==> src/sv/ack_retransmit_table_core_assert.svh <==
// Assertion macros used by the ack retransmit table sequencer.
`ifndef ACK_RETRANSMIT_TABLE_CORE_ASSERT_SVH
`define ACK_RETRANSMIT_TABLE_CORE_ASSERT_SVH
`ifndef SYNTHESIS
// Same-cycle implication, checked on every rising edge outside reset.
`define ARC_ASSERT_NOW(lbl, ante, cons) \
  lbl: assert property (@(posedge clk) disable iff (rst) (ante) |-> (cons)) \
    else $error("ack table assertion failed");
// Next-cycle implication, checked on every rising edge outside reset.
`define ARC_ASSERT_NEXT(lbl, ante, cons) \
  lbl: assert property (@(posedge clk) disable iff (rst) (ante) |=> (cons)) \
    else $error("ack table assertion failed");
`else
`define ARC_ASSERT_NOW(lbl, ante, cons)
`define ARC_ASSERT_NEXT(lbl, ante, cons)
`endif
`endif

==> src/sv/arc_pkg.sv <==
// Types, constants and helpers shared by the ack retransmit table modules.
package arc_pkg;

  localparam int SLOTS  = 8;
  localparam int SLOT_W = $clog2(SLOTS);

  localparam logic [15:0] ACK_TIMEOUT_RESET = 16'd1500;
  localparam logic [3:0]  MAX_RETRIES_RESET = 4'd3;

  localparam logic [1:0] ACT_PUBLISH = 2'd0;
  localparam logic [1:0] ACT_ACK     = 2'd1;
  localparam logic [1:0] ACT_TICK    = 2'd2;

  localparam logic [2:0] KIND_SEND_NEW  = 3'd0;
  localparam logic [2:0] KIND_RESEND    = 3'd1;
  localparam logic [2:0] KIND_SPILL     = 3'd2;
  localparam logic [2:0] KIND_ACK_CLEAR = 3'd3;
  localparam logic [2:0] KIND_ACK_MISS  = 3'd4;

  localparam logic REG_ACK_TIMEOUT = 1'b0;
  localparam logic REG_MAX_RETRIES = 1'b1;

  typedef struct packed {
    logic [1:0]  action;
    logic [31:0] packet_id;
    logic [31:0] now_ms;
    logic        link_up;
    logic        send_accepted;
  } in_t;

  typedef struct packed {
    logic [2:0]  kind;
    logic [2:0]  slot;
    logic [31:0] out_packet_id;
    logic [3:0]  retry_count;
    logic        last;
  } out_t;

  // Contents of one table slot.
  typedef struct packed {
    logic        valid;
    logic [31:0] id;
    logic [31:0] sent_time;
    logic [3:0]  retries;
  } entry_t;

  // Control from the sequencer to the ring of slot cells.
  typedef struct packed {
    logic   shift;
    entry_t wb;
  } ring_ctl_t;

  function automatic out_t mk_out(logic [2:0] kind, logic [2:0] slot,
                                  logic [31:0] id, logic [3:0] retries);
    out_t r;
    r.kind          = kind;
    r.slot          = slot;
    r.out_packet_id = id;
    r.retry_count   = retries;
    r.last          = 1'b0;
    return r;
  endfunction

endpackage

==> src/sv/arc_cell.sv <==
// One slot cell of the rotating table ring.
module arc_cell (
  input  logic            clk,
  input  logic            rst,
  input  logic            shift,
  input  arc_pkg::entry_t d,
  output arc_pkg::entry_t q
);
  import arc_pkg::*;

  entry_t ent;

  always_ff @(posedge clk) begin
    if (rst) begin
      ent.valid <= 1'b0;
    end else if (shift) begin
      ent.valid <= d.valid;
    end
    if (shift) begin
      ent.id        <= d.id;
      ent.sent_time <= d.sent_time;
      ent.retries   <= d.retries;
    end
  end

  assign q = ent;

endmodule

==> src/sv/arc_ctrl.sv <==
// Sequencer: walks the slot ring, decides updates and queues result beats.
`include "ack_retransmit_table_core_assert.svh"
module arc_ctrl (
  input  logic               clk,
  input  logic               rst,
  input  logic               in_valid,
  output logic               in_ready,
  input  arc_pkg::in_t       in_data,
  output logic               out_valid,
  input  logic               out_ready,
  output arc_pkg::out_t      out_data,
  input  logic               cfg_we,
  input  logic               cfg_index,
  input  logic [15:0]        cfg_data,
  input  arc_pkg::entry_t    head,
  output arc_pkg::ring_ctl_t ring
);
  import arc_pkg::*;

  typedef enum logic [1:0] {ST_IDLE, ST_PASS1, ST_PASS2, ST_FLUSH} state_t;

  state_t            state;
  in_t               in_q;
  logic [SLOT_W-1:0] idx;
  logic              found;
  logic [SLOT_W-1:0] tgt;
  logic [3:0]        ack_ret;
  logic [31:0]       best_age;
  logic [SLOT_W-1:0] ev_idx;
  logic [31:0]       ev_id;
  logic [3:0]        ev_ret;
  out_t              pend;
  logic              pend_valid;
  logic [15:0]       ack_timeout;
  logic [3:0]        max_retries;

  logic              in_fire;
  logic              step_go;
  logic              last_step;
  logic [31:0]       age;
  logic              older;
  logic              free_hit;
  logic              match;
  logic              timed_out;
  logic [SLOT_W-1:0] sel_idx;
  logic [31:0]       sel_id;
  logic [3:0]        sel_ret;
  logic              emit;
  out_t              emit_r;
  entry_t            wb;
  logic              out_free;
  logic              out_load;
  out_t              load_data;

  assign in_ready  = (state == ST_IDLE);
  assign in_fire   = in_valid && in_ready;
  assign out_free  = !out_valid || out_ready;
  assign last_step = (idx == SLOT_W'(SLOTS - 1));
  // A step moves the ring by one cell; it waits only when a queued beat
  // cannot be handed to the output register.
  assign step_go   = ((state == ST_PASS1) || (state == ST_PASS2)) &&
                     !(pend_valid && !out_free);

  assign age       = in_q.now_ms - head.sent_time;
  assign older     = (age >= best_age);
  assign free_hit  = !head.valid && !found;
  assign match     = head.valid && (head.id == in_q.packet_id) &&
                     (in_q.packet_id != '0) && !found;
  assign timed_out = head.valid && (age >= 32'(ack_timeout));
  assign sel_idx   = older ? idx : ev_idx;
  assign sel_id    = older ? head.id : ev_id;
  assign sel_ret   = older ? head.retries : ev_ret;

  always_comb begin
    wb     = head;
    emit   = 1'b0;
    emit_r = '0;
    if (state == ST_PASS1) begin
      case (in_q.action)
        ACT_PUBLISH: begin
          // Table full: the oldest slot, highest index on ties, is spilled.
          if (last_step && !found && !free_hit) begin
            emit   = 1'b1;
            emit_r = mk_out(KIND_SPILL, 3'(sel_idx), sel_id, sel_ret);
          end
        end
        ACT_ACK: begin
          if (match) begin
            wb = '0;
          end
          if (last_step) begin
            emit = 1'b1;
            if (match) begin
              emit_r = mk_out(KIND_ACK_CLEAR, 3'(idx), in_q.packet_id, head.retries);
            end else if (found) begin
              emit_r = mk_out(KIND_ACK_CLEAR, 3'(tgt), in_q.packet_id, ack_ret);
            end else begin
              emit_r = mk_out(KIND_ACK_MISS, 3'd0, in_q.packet_id, 4'd0);
            end
          end
        end
        ACT_TICK: begin
          if (timed_out) begin
            emit = 1'b1;
            if (head.retries >= max_retries) begin
              wb     = '0;
              emit_r = mk_out(KIND_SPILL, 3'(idx), head.id, head.retries);
            end else begin
              wb.retries   = head.retries + 4'd1;
              wb.sent_time = in_q.now_ms;
              emit_r = mk_out(KIND_RESEND, 3'(idx), head.id, head.retries + 4'd1);
            end
          end
        end
        default: begin
          emit = 1'b0;
        end
      endcase
    end else if (state == ST_PASS2) begin
      if (idx == tgt) begin
        emit = 1'b1;
        if (in_q.send_accepted) begin
          wb.valid     = 1'b1;
          wb.id        = in_q.packet_id;
          wb.sent_time = in_q.now_ms;
          wb.retries   = 4'd0;
          emit_r = mk_out(KIND_SEND_NEW, 3'(tgt), in_q.packet_id, 4'd0);
        end else begin
          wb     = '0;
          emit_r = mk_out(KIND_SPILL, 3'(tgt), in_q.packet_id, 4'd0);
        end
      end
    end
  end

  assign ring.shift = step_go;
  assign ring.wb    = wb;

  // The held beat goes out with last low when another beat follows it,
  // and with last high when the item is finished.
  always_comb begin
    out_load  = 1'b0;
    load_data = pend;
    if (step_go && emit && pend_valid) begin
      out_load = 1'b1;
    end else if ((state == ST_FLUSH) && out_free) begin
      out_load       = 1'b1;
      load_data.last = 1'b1;
    end
  end

  always_ff @(posedge clk) begin
    if (rst) begin
      state       <= ST_IDLE;
      idx         <= '0;
      pend_valid  <= 1'b0;
      out_valid   <= 1'b0;
      ack_timeout <= ACK_TIMEOUT_RESET;
      max_retries <= MAX_RETRIES_RESET;
    end else begin
      if (cfg_we) begin
        unique case (cfg_index)
          REG_ACK_TIMEOUT: ack_timeout <= cfg_data;
          REG_MAX_RETRIES: max_retries <= cfg_data[3:0];
          default: ;
        endcase
      end

      if (out_load) begin
        out_valid <= 1'b1;
        out_data  <= load_data;
      end else if (out_ready) begin
        out_valid <= 1'b0;
      end

      unique case (state)
        ST_IDLE: begin
          if (in_fire) begin
            in_q     <= in_data;
            found    <= 1'b0;
            best_age <= '0;
            ev_idx   <= '0;
            idx      <= '0;
            if ((in_data.action == ACT_PUBLISH) && !in_data.link_up) begin
              pend       <= mk_out(KIND_SPILL, 3'd0, in_data.packet_id, 4'd0);
              pend_valid <= 1'b1;
              state      <= ST_FLUSH;
            end else if ((in_data.action == ACT_PUBLISH) ||
                         (in_data.action == ACT_ACK) ||
                         ((in_data.action == ACT_TICK) && in_data.link_up)) begin
              state <= ST_PASS1;
            end
          end
        end
        ST_PASS1, ST_PASS2: begin
          if (step_go) begin
            idx <= last_step ? '0 : idx + SLOT_W'(1);
            if (emit) begin
              pend       <= emit_r;
              pend_valid <= 1'b1;
            end
            if (state == ST_PASS1) begin
              if (free_hit && (in_q.action == ACT_PUBLISH)) begin
                found <= 1'b1;
                tgt   <= idx;
              end
              if (match && (in_q.action == ACT_ACK)) begin
                found   <= 1'b1;
                tgt     <= idx;
                ack_ret <= head.retries;
              end
              if (older) begin
                best_age <= age;
                ev_idx   <= idx;
                ev_id    <= head.id;
                ev_ret   <= head.retries;
              end
              if (last_step && (in_q.action == ACT_PUBLISH) && !found && !free_hit) begin
                tgt <= sel_idx;
              end
            end
            if (last_step) begin
              if ((state == ST_PASS1) && (in_q.action == ACT_PUBLISH)) begin
                state <= ST_PASS2;
              end else if (pend_valid || emit) begin
                state <= ST_FLUSH;
              end else begin
                state <= ST_IDLE;
              end
            end
          end
        end
        ST_FLUSH: begin
          if (out_free) begin
            pend_valid <= 1'b0;
            state      <= ST_IDLE;
          end
        end
        default: state <= ST_IDLE;
      endcase
    end
  end

  `ARC_ASSERT_NOW(a_idle_no_pending, state == ST_IDLE, !pend_valid)
  `ARC_ASSERT_NOW(a_idle_ring_home, state == ST_IDLE, idx == '0)
  `ARC_ASSERT_NOW(a_load_into_free, out_load, out_free)
  `ARC_ASSERT_NEXT(a_publish_scans,
                   in_fire && (in_data.action == ACT_PUBLISH) && in_data.link_up,
                   state == ST_PASS1)
  `ARC_ASSERT_NOW(a_flush_has_beat, state == ST_FLUSH, pend_valid)

endmodule

==> src/sv/ack_retransmit_table_core.sv <==
// Top level of the ack retransmit table: a ring of slot cells and its sequencer.
//
// Usage: input beats (publish, ack, tick) arrive on in_valid/in_ready/in_data;
// result beats leave on out_valid/out_ready/out_data, the final beat of an
// input carrying last high. Configuration is written through cfg_we,
// cfg_index and cfg_data (index 0 ack timeout in ms, index 1 retry limit)
// while the block is idle.
// The eight slots sit in a ring of cells that rotates by one cell per cycle
// while the output does not stall it, past a single compare and update unit.
// An ack, or a tick with the link up, takes one pass over the ring and then
// releases its last beat, if it has one; a publish with the link up takes two
// passes (search, then write); a publish with the link down releases its spill
// beat without a pass, and a tick with the link down or an ignored action ends
// without a pass or a beat. in_ready is high whenever no item is in progress,
// even while a result beat waits in the output register.
// Reset (synchronous, active high) empties every slot and loads the register
// defaults of 1500 ms and 3 retries. When the receiver stalls, the ring stops
// as soon as one further beat is held back, and resumes without loss.
module ack_retransmit_table_core (
  input  logic          clk,
  input  logic          rst,
  input  logic          in_valid,
  output logic          in_ready,
  input  arc_pkg::in_t  in_data,
  output logic          out_valid,
  input  logic          out_ready,
  output arc_pkg::out_t out_data,
  input  logic          cfg_we,
  input  logic          cfg_index,
  input  logic [15:0]   cfg_data
);
  import arc_pkg::*;

  entry_t    cell_q [SLOTS];
  entry_t    cell_d [SLOTS];
  ring_ctl_t ring;

  // Cell 0 is the head seen by the sequencer; the updated head value
  // re-enters at the tail, so after a full pass every slot is home again.
  for (genvar i = 0; i < SLOTS; i++) begin : g_cell
    if (i == SLOTS - 1) begin : g_tail
      assign cell_d[i] = ring.wb;
    end else begin : g_mid
      assign cell_d[i] = cell_q[i+1];
    end
    arc_cell u_cell (
      .clk   (clk),
      .rst   (rst),
      .shift (ring.shift),
      .d     (cell_d[i]),
      .q     (cell_q[i])
    );
  end

  arc_ctrl u_ctrl (
    .clk       (clk),
    .rst       (rst),
    .in_valid  (in_valid),
    .in_ready  (in_ready),
    .in_data   (in_data),
    .out_valid (out_valid),
    .out_ready (out_ready),
    .out_data  (out_data),
    .cfg_we    (cfg_we),
    .cfg_index (cfg_index),
    .cfg_data  (cfg_data),
    .head      (cell_q[0]),
    .ring      (ring)
  );

endmodule

==> config.mk <==
export PLATFORM = sky130hd
export DESIGN_NAME = ack_retransmit_table_core
export DESIGN_NICKNAME = d
export VERILOG_FILES = /design/src/sv/arc_pkg.sv /design/src/sv/arc_cell.sv /design/src/sv/arc_ctrl.sv /design/src/sv/ack_retransmit_table_core.sv
export VERILOG_INCLUDE_DIRS = /design/src /design/src/sv
export SDC_FILE = /design/constraint.sdc
export NUM_CORES = 1
export LEC_CHECK = 0
export ABC_AREA = 1
export BUFFER_PORTS_ARGS = -buffer_cell sky130_fd_sc_hd__buf_2
export CAP_MARGIN = 20
export CORE_AREA = 2 2 362 400
export CTS_CLUSTER_SIZE = 30
export DETAILED_ROUTE_END_ITERATION = 7
export DIE_AREA = 0 0 364 402
export GPL_ROUTABILITY_DRIVEN = 0
export HOLD_SLACK_MARGIN = 0.12
export SYNTH_ARGS = -nofsm -noshare
export SYNTH_HDL_FRONTEND = slang
export SYNTH_SLANG_ARGS = --single-unit
==> constraint.sdc <==
create_clock -name clk -period 35.6 [get_ports clk]
set_input_delay 3.56 -clock clk [delete_from_list [all_inputs] [get_ports clk]]
set_output_delay 3.56 -clock clk [all_outputs]
set_load 0.1 [all_outputs]
==> reports/results.tsv, run 1 <==
metric	value	unit
status	finished clean	
ys flop type	edfxtp_1	
fin. max-slew vios	0	
Seq/Total Area, Yosys	70.5	%
Final min period	6.63	ns
Critical path origin	out_ready	
multi-input logic area	8350	µm²
DP Worst Slack	28.29	ns
Worst setup EP type	flop	
Synth-to-Final Area Change	16.7	%
synth unique cells	53	
Final Instance Area	39700	µm²
DIE AREA	146000	µm²
actual slew at the worst max-slew pin	1.03	ns
main area contributors after synthesis	edfxtp_1 (68%), nand2_1 (5.9%), inv_1 (3.8%), ha_1 (3.5%), a21oi_1 (3.2%)	
CTS Sinks	810	
Num CTS Buffers	79	
clk slew on worst S/H paths	0.06	ns
total setup buffers inserted after CTS	0	
CTS Buffer Depth	3	
worst min-delay path class	reg -> reg	
Die W	364	µm
post-synth top area share	68.4	%
Final Worst Setup Slack	28.97	ns
largest fanout on the critical path	142	
Cell Rows	146	
vias	21500	
EDFF count, synth	775	
r2r worst-path depth	28	
drt pass-1 iters	6	
Final nets	3163	
Vias/cell	4.33	
CP arrival	6.89	ns
H-tree level count	3	
Synth Cell Area	34000	µm²
fin util	27.8	%
Core Region	143000	µm²
Layout Cells excl Fill	4966	
post-CTS sizing	0	
I/O pin count	135	
power per cell area	98.3	nW/µm²
crit path kind	in -> reg	
DR WL/cell	16.2	µm
worst r2r dst	u_ctrl.out_data[22]	
Register Area	24000	µm²
hold depth	0	
clock root cell	clkbuf_16	
syn nets	3007	
Critical Path RT	35.86	ns
largest net degree at the start of global routing	143	
dpl cells	4817	
commonest non-fill, non-tap cells in the layout	edfxtp_1 (775), nand2_1 (536), inv_1 (346)	
vias in the first global route	20400	
setup violators final	0	
largest area contributor in the netlist	edfxtp_1	
end of the critical path	g_cell[3].u_cell.q[35]	
Placed Area	37000	µm²
post-DP HPWL	53.3	mm
Worst VDD drop	0.0808	mV
DRT iter0 DRCs	2302	
layout cells sized above 1	11.3	%
Die H	402	µm
clk_skew	0.0471	ns
Post-Syn Instances	2820	
final hold violations	0	
Avg Cell Area, Syn	12.1	µm²
CTS tree	built	
internal reg-to-reg setup slack	30.13	ns
Hold Startpoint	g_cell[3].u_cell.q[45]	
Routed Antenna Nets	0	
Total Wirelength	80.7	mm
RSZ-0062 raised after global routing	false	
Port Buffer Count	134	
Ys Warns	0	
Setup TNS	0	ns
clk_lat worst skew	0.68	ns
CP Launch Type	input port	
Fill cells	14600	
initial antenna violation count	16	
total gr overflow	0	
Tot GR Track Use	10.8	%
#FFs+latches synth	810	
fraction of registers with async set or reset after synthesis	0	%
first-pass GRT wire length	121	mm
Fmax	0.151	GHz
Slew HR	31.3	%
Initial Utilization	23.8	%
worst r2r src	u_ctrl.in_q[2]	
leakage	14.9	nW
DRC	0	
max-cap violations	0	
cts hold-fix bufs	0	
commonest non-fill, non-tap cell in the layout	edfxtp_1	
crit share post-route	18.6	%
==> through the flow <==
step           hold slack, ns  total power [mW]
2_1_floorplan           0.400              2.93
3_3_place_gp            0.400              2.99
3_5_place_dp            0.405              3.04
4_1_cts                 0.391              3.92
5_1_grt                 0.399              4.17
6_report                0.390              3.90
==> where the power goes <==
| group | internal, mW | switching (mW) | leakage, nW | total (mW) |
|---|---|---|---|---|
| registers | 1.68 | 0.139 | 7.54 | 1.82 |
| clock network | 0.495 | 0.367 | 1.28 | 0.862 |
| logic | 0.336 | 0.887 | 6.11 | 1.22 |
| total | 2.51 | 1.39 | 14.9 | 3.90 |
==> worst max-delay path, cell delays in order <==
cell     delay (ns)
buf_2          0.08
nor2_1         0.10
nand2_1        0.13
nand2_1        0.27
inv_8          0.77
buf_4          0.91
buf_4          0.88
==> synthesized netlist by cell type (all sizes together), types with 2 or more instances <==
master and instances:
nand4 18, nor4 18, nor2 217, edfxtp 775
o21ai 131, a21o 2, o21a 2, nand3b 10
nor3 19, a211oi 3, a22oi 4, o22ai 29
a21oi 222, inv 357, nand2 553, o211ai 44
ha 96, xor2 25, a31oi 8, clkbuf 67
o31ai 3, o221ai 37, xnor2 10, nor3b 4
nand3 92, dfxtp 35, o21bai 3, or2 4
buf 20, clkinv 4
==> worst min path at each step <==
| stage | end |
|---|---|
| 5_1_grt | g_cell[3].u_cell.q[44] |
| 6_report | g_cell[2].u_cell.q[45] |
| 3_5_place_dp | g_cell[0].u_cell.q[19] |
| 3_3_place_gp | g_cell[2].u_cell.q[66] |
| 4_1_cts | g_cell[3].u_cell.q[44] |
| 2_1_floorplan | g_cell[0].u_cell.q[0] |
==> kinds of logic after synthesis <==
kind of cell | count (synthesis) | synth area share, %
AND/OR/NAND/NOR | 938 | 11.5
AO/OA/AOI/OAI | 492 | 8.46
XOR/XNOR | 35 | 0.901
flip-flops | 810 | 70.5
adder cells (fa/ha/maj) | 97 | 3.59
buffers and inverters | 448 | 5.10
==> routing by layer <==
| layer | track usage [%] | vias up | routed length (µm) |
|---|---|---|---|
| met5 | 0 | - | 13 |
| met2 | 16.1 | 774 | 34800 |
| met3 | 2.94 | 152 | 6900 |
| li1 | - | 10200 | - |
| met1 | 15.3 | 10400 | 36900 |
| met4 | 3.09 | 2 | 2070 |
==> state kept, by name (all words and copies together) (netlist names) <==
register	flops
u_ctrl.best_age	32
u_ctrl.out_valid	1
u_ctrl.pend_valid	1
u_ctrl.tgt	3
u_ctrl.state	2
u_ctrl.ev_id	32
u_ctrl.found	1
u_ctrl.in_q	67
u_ctrl.out_data	43
u_ctrl.load_data	42
g_cell.u_cell.q	552
u_ctrl.ack_ret	4
u_ctrl.ack_timeout	16
u_ctrl.ev_ret	4
u_ctrl.max_retries	4
u_ctrl.ev_idx	3
u_ctrl.idx	3
==> area by class of cell <==
class | count | area share, %
clock inverters | 49 | 1.38
well taps | 1924 | 6.06
inverters | 361 | 3.43
diodes | 3 | 0.0189
repair buffers | 162 | 2.32
flip-flops and latches | 810 | 60.4
multi-input cells | 1562 | 21.0
clock buffers | 95 | 5.34
Power figures use the tool's default switching activity.
==> inputs of run 2 (changes only) <==
clock period = 5.85 ns   (was 35.6 ns; I/O delays follow)
==> run 2 against run 1 <==
  * Largest cell class unchanged
  * Register-to-register slack worse by 29 ns
  * Sequential share of layout area down 0.72 points
  * Die area unchanged
  * Sequential cell count unchanged
  * Routed wire length up 2.8%
==> reports/results.tsv, run 2 (synthesis gave the netlist of run 1 again) <==
metric	value	unit	change
Cell Rows	146		unchanged
commonest non-fill, non-tap cells in the layout	edfxtp_1 (775), nand2_1 (536), inv_1 (346)		
Crit path largest cell delay	0.56	ns	-0.35 ns
CP max stage cell	buf_4		
fin. max-slew vios	0		unchanged
fin util	28.2	%	+0.34 points
max-cap violations	0		unchanged
Die W	364	µm	unchanged
CTS Sinks	810		unchanged
Worst VDD drop	0.439	mV	+440%
crit path kind	reg -> reg		
worst r2r dst	u_ctrl.load_data[30]		
H-tree level count	3		unchanged
Synth-to-Final Area Change	18.1	%	
Core Region	143000	µm²	unchanged
leakage	15.1	nW	+1.4%
Final min period	4.73	ns	
Critical path origin	u_ctrl.in_q[2]		
CTS Buffer Depth	3		unchanged
Worst setup EP type	flop		
setup violators final	0		unchanged
CTS tree	built		
Port Buffer Count	134		unchanged
CP arrival	5.02	ns	-1.87 ns
layout cells sized above 1	11.1	%	-0.24 points
DIE AREA	146000	µm²	unchanged
total gr overflow	0		unchanged
clk_skew	0.0392	ns	-0.00791 ns
actual slew at the worst max-slew pin	1.04	ns	+0.0145 ns
worst r2r src	u_ctrl.in_q[2]		
end of the critical path	u_ctrl.load_data[30]		
Final nets	3216		+1.7%
largest fanout on the critical path	35		-75%
Vias/cell	4.31		-0.51%
Setup TNS	0	ns	unchanged
r2r worst-path depth	29		+3.6%
vias in the first global route	20900		+2.7%
Fmax	0.211	GHz	
total setup buffers inserted after CTS	0		unchanged
Slew HR	30.4	%	-0.89 points
power per cell area	589	nW/µm²	+500%
DRT iter0 DRCs	2075		-9.9%
Initial Utilization	23.8	%	unchanged
Placed Area	37000	µm²	+0.16%
final hold violations	0		unchanged
Critical Path RT	6.14	ns	-29.72 ns
Num CTS Buffers	80		+1.3%
clock root cell	clkbuf_16		
multi-input logic area	8360	µm²	about the same
status	finished clean		
CP Launch Type	flop		
Tot GR Track Use	11.2	%	+0.37 points
crit share post-route	80.8	%	
Final Instance Area	40200	µm²	+1.2%
clk slew on worst S/H paths	0.07	ns	about the same
RSZ-0062 raised after global routing	false		
DRC	0		unchanged
largest net degree at the start of global routing	174		+22%
Total Wirelength	83.0	mm	+2.8%
initial antenna violation count	0		-16
worst min-delay path class	in -> reg		
Routed Antenna Nets	0		unchanged
max reg flops	552		unchanged
clk_lat worst skew	0.67	ns	about the same
DR WL/cell	16.5	µm	+1.7%
post-DP HPWL	54.6	mm	+2.4%
Die H	402	µm	unchanged
Register Area	24000	µm²	unchanged
Fill cells	14500		-0.055%
commonest non-fill, non-tap cell in the layout	edfxtp_1		
first-pass GRT wire length	125	mm	+2.8%
vias	21600		+0.57%
drt pass-1 iters	5		-1
antenna cell count	0		-3
internal reg-to-reg setup slack	1.12	ns	-29.01 ns
most used cell, CP	nand2_1		
I/O pin count	135		unchanged
[run 2: cell type report]
class | instances | share of cell area, %
Sequential cell | 810 | 59.7
Inverter | 361 | 3.39
Tap cell | 1924 | 5.99
Multi-Input combinational cell | 1562 | 20.8
Clock buffer | 100 | 5.28
Clock inverter | 49 | 1.27
Timing Repair Buffer | 214 | 3.58
[run 2: through the flow]
step | cells | power [mW] | hold slack [ns] | worst slack, ns
final | 5020 | 23.6 | 0.170 | 1.12
after global routing | 5020 | 25.3 | 0.129 | 0.618
after CTS | 5020 | 23.9 | 0.122 | 1.12
after detailed placement | 4819 | 18.5 | 0.405 | 1.13
after global placement | 4819 | 18.3 | 0.400 | 1.14
after floorplan | 2820 | 16.3 | 0.400 | 0.314
[run 2: how the worst min path moves through the flow]
stage	from	end	slack (ns)	cells past startpoint
global route	in_data[39]	u_ctrl.in_q[39]	0.13	1
CTS	in_data[39]	u_ctrl.in_q[39]	0.12	1
floorplan	g_cell[1].u_cell.q[0]	g_cell[0].u_cell.q[0]	0.40	0
detailed placement	g_cell[1].u_cell.q[21]	g_cell[0].u_cell.q[21]	0.40	0
finish	in_data[4]	u_ctrl.in_q[4]	0.17	1
global placement	g_cell[6].u_cell.q[13]	g_cell[5].u_cell.q[13]	0.40	0
[run 2: metal layers]
| metal | vias to the layer above | routed length [µm] | global-route usage (%) |
|---|---|---|---|
| met5 | - | 0 | 0 |
| met3 | 127 | 6420 | 3.01 |
| li1 | 10300 | - | - |
| met1 | 10500 | 38300 | 15.7 |
| met2 | 740 | 36300 | 16.8 |
| met4 | 0 | 1990 | 3.31 |
[run 2: timing repair]
item                                   in CTS  in global routing
resized for setup                           0                  0
endpoints found under the hold margin      52                  0
hold buffers                               52                  0
[run 2: power by group]
part           total, mW  internal, mW  switching [mW]  leakage (nW)
combinational       7.40          2.02            5.38          6.32
clock               5.16          2.92            2.24          1.28
sequential          11.1          10.2           0.866          7.54
[run 2: critical path, delay by kind of cell, from the launching register on]
| kind | cells | cell delay (ns) |
|---|---|---|
| buf+inv | 5 | 0.88 |
| flops | 1 | 0.36 |
| compound gates | 2 | 0.24 |
| xor+xnor | 1 | 0.20 |
| simple gates | 18 | 1.77 |
| fa+ha+maj | 3 | 0.88 |
==> inputs of run 3 (changes only) <==
ABC_AREA = 0   (was 1)
CORE_AREA = 2 2 353 390   (was 2 2 362 400)
DIE_AREA = 0 0 355 392   (was 0 0 364 402)
clock period = 4.7 ns   (was 5.85 ns; I/O delays follow)
==> run 3 against run 2 <==
  * The run now ends with setup timing left
  * Design area grew 1.1%
  * Sequential power grew 9.9%
  * Synthesized cell count decreased by 25%
  * Sequential share of layout area down 0.68 points
  * Clock power up 15%
  * Die area fell by 4.9%
  * Hold slack improved by 0.018 ns
  * Register-to-register slack worse by 1.8 ns
  * Critical path type unchanged
  * Largest cell class unchanged
  * Largest power group unchanged
  * Highest routed layer is now met5
==> reports/results.tsv, run 3 <==
metric	value	unit	change
vias in the first global route	18800		-10%
Hold Startpoint	out_ready		
synth unique cells	76		+43%
Ys Warns	0		unchanged
H-tree level count	3		unchanged
Die W	355	µm	-2.5%
syn nets	2311		-23%
Cell Rows	142		-2.7%
commonest non-fill, non-tap cell in the layout	edfxtp_1		
largest fanout on the critical path	21		-40%
#FFs+latches synth	810		unchanged
Slew HR	26.4	%	-4.0 points
layout cells sized above 1	22.2	%	+11 points
internal reg-to-reg setup slack	-0.64	ns	-1.76 ns
Core Region	135000	µm²	-5.1%
actual slew at the worst max-slew pin	1.09	ns	+0.0504 ns
Power, Total	26.6	mW	+13%
Initial Utilization	23.8	%	-0.028 points
initial antenna violation count	16		+16
worst r2r src	u_ctrl.in_q[2]		
dpl cells	4154		-14%
leakage	14.4	nW	-4.9%
drt pass-1 iters	5		unchanged
Die H	392	µm	-2.5%
fraction of registers with async set or reset after synthesis	0	%	unchanged
first-pass GRT wire length	115	mm	-7.9%
fin. max-slew vios	0		unchanged
Worst VDD drop	0.529	mV	+21%
max-cap violations	0		unchanged
worst r2r dst	g_cell[7].u_cell.q[29]		
Seq/Total Area, Yosys	74.4	%	+3.9 points
hold depth	4		+3
Port Buffer Count	134		unchanged
Final Worst Setup Slack	-0.635	ns	-1.76 ns
post-synth top area share	72.2	%	+3.8 points
Critical Path RT	5.09	ns	-1.05 ns
Total Wirelength	77.6	mm	-6.4%
post-DP HPWL	50.7	mm	-7.1%
final hold violations	0		unchanged
Synth-to-Final Area Change	26.0	%	
RSZ-0062 raised after global routing	true		
ys flop type	edfxtp_1		
main area contributors after synthesis	edfxtp_1 (72%), ha_1 (3.7%), nand2_1 (2.4%), a21oi_1 (2.3%), dfxtp_1 (2.2%)		
DIE AREA	139000	µm²	-4.9%
clk_skew	0.0269	ns	-0.0123 ns
CTS Buffer Depth	3		unchanged
DR WL/cell	17.6	µm	+6.7%
vias	18900		-13%
CP Launch Type	flop		
Worst setup EP type	flop		
clk slew on worst S/H paths	0.06	ns	about the same
Fill cells	13500		-7.5%
Avg Cell Area, Syn	15.2	µm²	+26%
r2r worst-path depth	21		-28%
total gr overflow	0		unchanged
Commonest cells post-synth	edfxtp_1 (775), nand2_1 (206), a21oi_1 (145), inv_1 (104), ha_1 (96)		
largest net degree at the start of global routing	182		+4.6%
status	finished with violations		
DRT iter0 DRCs	1533		-26%
Final nets	2731		-15%
DP Worst Slack	-0.740	ns	-1.87 ns
Placed Area	36500	µm²	-1.4%
Fmax	0.187	GHz	-11%
WHS Endpoint	u_ctrl.out_valid		
clock root cell	clkbuf_16		
Routed Antenna Nets	0		unchanged
crit path kind	reg -> reg		
clk_lat worst skew	0.66	ns	about the same
CP arrival	5.73	ns	+0.71 ns
Vias/cell	4.29		-0.47%
most frequent cell after synthesis	edfxtp_1		
max reg flops	552		unchanged
DRC	0		unchanged
fin util	30.0	%	+1.9 points
setup violators final	274		+274
worst min-delay path class	in -> reg		
Post-Syn Instances	2124		-25%
Final min period	5.34	ns	+0.606 ns
EDFF count, synth	775		unchanged
power per cell area	655	nW/µm²	+11%
violated checks	setup timing		
Synth Cell Area	32200	µm²	-5.2%
CTS tree	built		
largest area contributor in the netlist	edfxtp_1		
commonest non-fill, non-tap cells in the layout	edfxtp_1 (775), nand2_1 (205), buf_4 (173)		
I/O pin count	135		unchanged
crit share post-route	114	%	+33 points
CTS Sinks	810		unchanged
Layout Cells excl Fill	4403		-12%
Num CTS Buffers	76		-5.0%
Tot GR Track Use	10.9	%	-0.29 points
Final Instance Area	40600	µm²	+1.1%
-- run 3: critical path, cell delays in order (launching register included) --
cell and delay (ns):
edfxtp_1 0.40, inv_1 0.08, ha_2 0.18, inv_2 0.04, fa_2 0.33, a21o_1 0.20, a221o_2 0.44, a21oi_2 0.18
nor3_1 0.06, or2_4 0.23, xor2_2 0.15, ha_1 0.31, a21o_1 0.17, a21oi_2 0.12, o21ai_1 0.08, a21oi_2 0.11
or4b_1 0.45, or4_4 0.55, o311a_4 0.36, a22o_4 0.27, buf_12 0.16, a22o_1 0.19
-- run 3: where the power goes --
group	total [mW]	internal [mW]	switching, mW
Clock	5.91	3.22	2.69
Combinational	8.49	3.64	4.85
Sequential	12.2	11.3	0.888
-- run 3: area by class of cell --
cell class	count	area [µm²]	share of cell area, %
inverters	105	402	0.988
well taps	1800	2250	5.54
clock buffers	92	2000	4.93
clock inverters	43	323	0.794
multi-input cells	1122	8160	20.1
flip-flops and latches	810	24000	59.0
diodes	2	5.00	0.0123
repair buffers	429	3510	8.64
-- run 3: worst max path at each step --
stage                        start                endpoint  slack [ns]  cells past startpoint
floorplan           u_ctrl.in_q[2]  g_cell[7].u_cell.q[12]       -0.43                     21
global placement    u_ctrl.in_q[2]  g_cell[7].u_cell.q[49]       -0.61                     21
detailed placement  u_ctrl.in_q[2]    u_ctrl.load_data[22]       -0.74                     19
CTS                 u_ctrl.in_q[2]  g_cell[7].u_cell.q[29]       -0.64                     21
global route        u_ctrl.in_q[2]  g_cell[7].u_cell.q[29]       -0.87                     19
finish              u_ctrl.in_q[2]  g_cell[7].u_cell.q[29]       -0.64                     21
-- run 3: cell families after synthesis --
| logic type | synth area share, % |
|---|---|
| AND/OR/NAND/NOR | 7.27 |
| multiplexers | 1.55 |
| flip-flops | 74.4 |
| adder cells (fa/ha/maj) | 3.79 |
| AO/OA/AOI/OAI | 9.16 |
| XOR/XNOR | 1.58 |
| buffers and inverters | 2.29 |
-- run 3: what timing repair did --
action                                 CTS  global route
resized for setup                       36            85
buffers inserted                         7            10
setup endpoints to repair              274           274
pin swaps                               11            23
hold buffers                            86             0
endpoints found under the hold margin   87             0
gates cloned                             4             5
-- run 3: per-layer routing --
| metal | wire length, µm | vias up | track usage (%) |
|---|---|---|---|
| li1 | - | 8953 | - |
| met1 | 34700 | 9236 | 14.4 |
| met2 | 34700 | 507 | 16.9 |
| met3 | 4790 | 173 | 2.56 |
| met4 | 3340 | 18 | 4.82 |
| met5 | 100 | - | 0 |
-- run 3: through the flow --
| step | hold slack (ns) | TNS [ns] |
|---|---|---|
| 2_1_floorplan | 0.400 | -50.83 |
| 3_3_place_gp | 0.400 | -127.85 |
| 3_5_place_dp | 0.405 | -150.14 |
| 4_1_cts | 0.130 | -138.97 |
| 5_1_grt | 0.173 | -193.71 |
| 6_report | 0.188 | -126.65 |
